===== src/rtl/rsa_pkg.sv =====
`timescale 1ns / 1ps
// ----------------------------------------------------------------------------
// Running statistics accumulator package
// Widths, statistic kind codes and the types shared between the blocks.
// ----------------------------------------------------------------------------
package rsa_pkg;

   localparam int SAMPLE_WIDTH  = 32;
   localparam int FRACTION_BITS = 16;
   localparam int STAT_WIDTH    = 64;
   localparam int COUNT_WIDTH   = 32;
   localparam int KIND_WIDTH    = 3;
   localparam int NUM_KINDS     = 6;

   localparam logic [KIND_WIDTH-1:0] KIND_COUNT  = 3'd0;
   localparam logic [KIND_WIDTH-1:0] KIND_SUM    = 3'd1;
   localparam logic [KIND_WIDTH-1:0] KIND_MEAN   = 3'd2;
   localparam logic [KIND_WIDTH-1:0] KIND_MIN    = 3'd3;
   localparam logic [KIND_WIDTH-1:0] KIND_MAX    = 3'd4;
   localparam logic [KIND_WIDTH-1:0] KIND_STDDEV = 3'd5;

   // Half of one unit in the last place, zero when there are no fraction bits.
   localparam logic [STAT_WIDTH-1:0] HALF_ROUND = (64'd1 << FRACTION_BITS) >> 1;
   localparam logic [STAT_WIDTH-1:0] SUM_MAX    = 64'h7FFF_FFFF_FFFF_FFFF;
   localparam logic [STAT_WIDTH-1:0] SUM_MIN    = 64'h8000_0000_0000_0000;

   localparam int DIV_STEPS    = 64;
   localparam int DIV_CNT_W    = $clog2(DIV_STEPS);
   localparam int SQRT_STEPS   = 48;
   localparam int SQRT_CNT_W   = $clog2(SQRT_STEPS);
   localparam int RAD_WIDTH    = 2 * SQRT_STEPS;
   localparam int SQ_REM_WIDTH = SQRT_STEPS + 4;

   localparam int FIFO_DEPTH = 4;
   localparam int FIFO_PTR_W = $clog2(FIFO_DEPTH);

   typedef struct packed {
      logic                           is_flush;
      logic signed [SAMPLE_WIDTH-1:0] value;
   } item_type;

   typedef struct packed {
      logic                    start;
      logic [STAT_WIDTH-1:0]   dividend;
      logic [COUNT_WIDTH-1:0]  divisor;
   } div_req_type;

   typedef struct packed {
      logic                  done;
      logic [STAT_WIDTH-1:0] quotient;
   } div_rsp_type;

endpackage


===== src/rtl/rsa_fifo.sv =====
`timescale 1ns / 1ps
// ----------------------------------------------------------------------------
// Running statistics item queue
// Short queue between the front end and the back end.
// ----------------------------------------------------------------------------
module rsa_fifo import rsa_pkg::*; (
   input  logic     clock,
   input  logic     reset,
   input  logic     push,
   input  item_type push_item,
   output logic     full,
   input  logic     pop,
   output logic     empty,
   output item_type head_item
);

   item_type               mem_ff [FIFO_DEPTH];
   logic [FIFO_PTR_W-1:0]  wr_ptr_ff, wr_ptr_in;
   logic [FIFO_PTR_W-1:0]  rd_ptr_ff, rd_ptr_in;
   logic [FIFO_PTR_W:0]    fill_ff, fill_in;

   assign full      = (fill_ff == (FIFO_PTR_W+1)'(FIFO_DEPTH));
   assign empty     = (fill_ff == '0);
   assign head_item = mem_ff[rd_ptr_ff];

   always_comb begin
      wr_ptr_in = push ? wr_ptr_ff + 1'b1 : wr_ptr_ff;
      rd_ptr_in = pop  ? rd_ptr_ff + 1'b1 : rd_ptr_ff;
      fill_in   = fill_ff + (FIFO_PTR_W+1)'(push) - (FIFO_PTR_W+1)'(pop);
   end

   always_ff @(posedge clock) begin
      if (reset) begin
         wr_ptr_ff <= '0;
         rd_ptr_ff <= '0;
         fill_ff   <= '0;
      end else begin
         wr_ptr_ff <= wr_ptr_in;
         rd_ptr_ff <= rd_ptr_in;
         fill_ff   <= fill_in;
      end
   end

   always_ff @(posedge clock) begin
      if (push) begin
         mem_ff[wr_ptr_ff] <= push_item;
      end
   end

endmodule


===== config.mk =====
export PLATFORM = sky130hd
export DESIGN_NAME = rsa_fifo
export DESIGN_NICKNAME = d
export VERILOG_FILES = /design/src/rtl/rsa_pkg.sv /design/src/rtl/rsa_fifo.sv
export SDC_FILE = /design/constraint.sdc
export NUM_CORES = 1
export LEC_CHECK = 0
export ABC_AREA = 1
export ABC_CLOCK_PERIOD_IN_PS = 2900
export BUFFER_PORTS_ARGS = -buffer_cell sky130_fd_sc_hd__buf_2
export CORE_MARGIN = 3
export CORE_UTILIZATION = 35
export DETAILED_ROUTE_END_ITERATION = 8
export HOLD_SLACK_MARGIN = 0.02
export SYNTH_ARGS = -nofsm -noshare
export SYNTH_HDL_FRONTEND = slang
export SYNTH_SLANG_ARGS = --single-unit
export TNS_END_PERCENT = 50

===== constraint.sdc =====
create_clock -name clock -period 2.9 [get_ports clock]
set_input_delay 0.29 -clock clock [delete_from_list [all_inputs] [get_ports clock]]
set_output_delay 0.29 -clock clock [all_outputs]
set_load 0.01 [all_outputs]

==> run metrics <==
pre-CTS WS=1.11 ns; worst setup margin=0.695 ns; core footprint=0.0162 sq mm; xor/xnor share of the synthesized area=0; synth unique cells=19; clk root buf=clkbuf_16; Vias/cell=4.50; cell taking the most area after synthesis=edfxtp_1; Setup Skew=0.00560 ns; num rows=46; largest cells by area after synthesis=edfxtp_1 (67%), o211ai_2 (7.0%), inv_1 (5.3%), nand2_1 (3.4%), a21oi_1 (3.3%); Synth Register Bits=between 100 and 150; Setup TNS Final=0 ns; Post-Synthesis Cell Area=0.00588 sq mm; mux cell area share after synthesis=0; # IOs=72; Chip Width=~140 um; Slew headroom=0.364; Switching Share=0.219; Hold Crit Depth=2; Die Ht=136 um; Starting Density=0.363; status=finished, final reports clean; CP required=2.61 ns; Least-Margin Pin Slew=0.954 ns; CTS Buffer Depth=2; Worst setup SP type=flip-flop; Antenna diodes=0; max_cap viols=0; layout cells sized above 1=0.303; Post-Syn Instances=442; RD Place Congestion=0.697; WHS=0.0631 ns; # nets final=556; largest family of logic cells by synthesized area=compound AO/OA/AOI/OAI gates; total power=5130 uW; dpl cell area=0.00636 sq mm; GRT Util Overall=0.124; via count of the first global-routing pass=approximately 3500; final-report hold violation count=0; DR WL/cell=14.5 um; first-pass GRT wire length=about 17 mm; Hold Path Class=in2reg; hold-critical path endpoint=fill_ff[0]; area share of and/or/nand/nor cells after synthesis=0.0601; Skew-Pair Late Insertion Delay=0.41 ns; average cell area after synthesis=13.3 sq um; syn nets=486; CTS Buf Count=17; register area share after synthesis=0.705; synthesis-to-layout area growth=18.9%; port bufs=71; Post-CTS Setup Repair Bufs=0; f_max=~450 MHz; Max Slew Vio Count=0; H-tree Lvls=4; fin area=0.00699 sq mm; grt total ovfl=0; post-route ant nets=0; # setup viols final=0; Yosys top cell area share=0.675; initial antenna violation count=1; die area=0.0184 sq mm; Reg2Reg Depth=4; CTS tree=done; Reg power frac=0.466; launch point of the worst hold path=reset; static leakage=0.00272 uW; CP endpoint kind=output pin; Worst EP arrival=1.92 ns; part of the cycle the worst path needs=0.760; R2R Path Start=wr_ptr_ff[0]; synthesis warning total=0; Crit Path Category=reg2out; most common cell after layout, fill and taps aside=edfxtp_1; minimum clock period=2.21 ns; reg2reg setup slack=1.23 ns; combinational group share of total power=0.086; reg-to-reg endpoint=mem_ff[2][3]; fill count=1488; CTS sink count=141; overall via count from detail_route=approximately 3300; most frequent cells in the layout=edfxtp_1 (132), inv_1 (79), buf_2 (71); crit path max fanout=74; PwrDens=734 mW/mm^2; largest net degree at the start of global routing=75; cts repair resizes=0; cts hold-fix bufs=0; clock power share=0.448; Detailed Place HPWL=~6.4 mm; post-synthesis adder-cell area fraction=0.0162; Detailed Routing Iterations Pass 1=4; net switching power=1120 uW; fraction of the mapped netlist area in compound gates=0.135; P_int=roughly 4000 uW; VDD IR-drop max=0.347 mV; Detailed Route Iter0 Violations=205; unrepaired setup endpoints after global routing=false; drc violations=0; final WL=10.7 mm; Clk pin slew, worst setup/hold paths=0.05 ns
[stage by stage]
step           utilization  std cells
2_1_floorplan            -        442
3_3_place_gp         0.393        709
3_5_place_dp         0.393        709
4_1_cts              0.432        741
5_1_grt              0.432        741
6_report             0.432        741
[worst max path at each step]
| stage | depth (start not counted) | endpoint |
|---|---|---|
| final | 5 | head_item[12] |
| after global routing | 5 | head_item[22] |
| after CTS | 5 | head_item[29] |
| after detailed placement | 3 | head_item[32] |
| after global placement | 5 | head_item[27] |
| after floorplan | 4 | mem_ff[2][0] |
[power by group through the flow]
stage	clock network [uW]	registers (uW)	logic, uW
global placement	0	2430	435
detailed placement	0	2430	449
global route	2420	2400	505
CTS	2340	2390	451
finish	2300	2390	441
floorplan	0	2390	314
[synth_stat cells]
| library cell | n |
|---|---|
| buf_1 | 1 |
| ha_1 | 6 |
| o211ai_2 | 33 |
| nand3_1 | 1 |
| buf_2 | 5 |
| a21oi_1 | 39 |
| buf_4 | 4 |
| fa_1 | 1 |
| nand2_1 | 54 |
| inv_1 | 83 |
| nor2_1 | 4 |
| o21ai_1 | 3 |
| nand2_2 | 20 |
| edfxtp_1 | 132 |
| dfxtp_1 | 9 |
| nor3_1 | 1 |
| o21ai_0 | 34 |
| clkbuf_1 | 2 |
| buf_6 | 10 |
[worst max-delay path, cell delays in order (launching register included)]
cell and delay, ns:
dfxtp_4 0.62, buf_12 0.37, a21oi_1 0.11, o21ai_0 0.11, nand2_1 0.09, buf_2 0.15
[logic make-up after synthesis]
kind of cell	after synthesis
flip-flops	141
AO/OA/AOI/OAI	109
buffers and inverters	105
AND/OR/NAND/NOR	80
adder cells (fa/ha/maj)	7
[flip-flops by register name, summed over array words and instances (netlist names), named ones only]
name,cells
mem_ff,132
rd_ptr_ff,2
wr_ptr_ff,2
fill_ff,3
[cell type report]
cell class / instances / area (sq um) / share of cell area
clock inverters: 12 / 194 / 0.0278
clock buffers: 20 / 437 / 0.0625
repair buffers: 73 / 383 / 0.0548
well taps: 216 / 270 / 0.0387
inverters: 83 / 312 / 0.0446
multi-input cells: 196 / 1240 / 0.178
flip-flops and latches: 141 / 4150 / 0.594
[metal layers]
| layer | global-route usage | up-vias | share of wire |
|---|---|---|---|
| li1 | - | 1660 | - |
| met1 | 0.148 | 1586 | 0.44 |
| met2 | 0.204 | 64 | 0.48 |
| met3 | 0.0505 | 19 | 0.056 |
| met4 | 0.0465 | 2 | 0.019 |
| met5 | 0 | - | 0.0010 |
No activity file was read; power rests on OpenSTA's default activity.
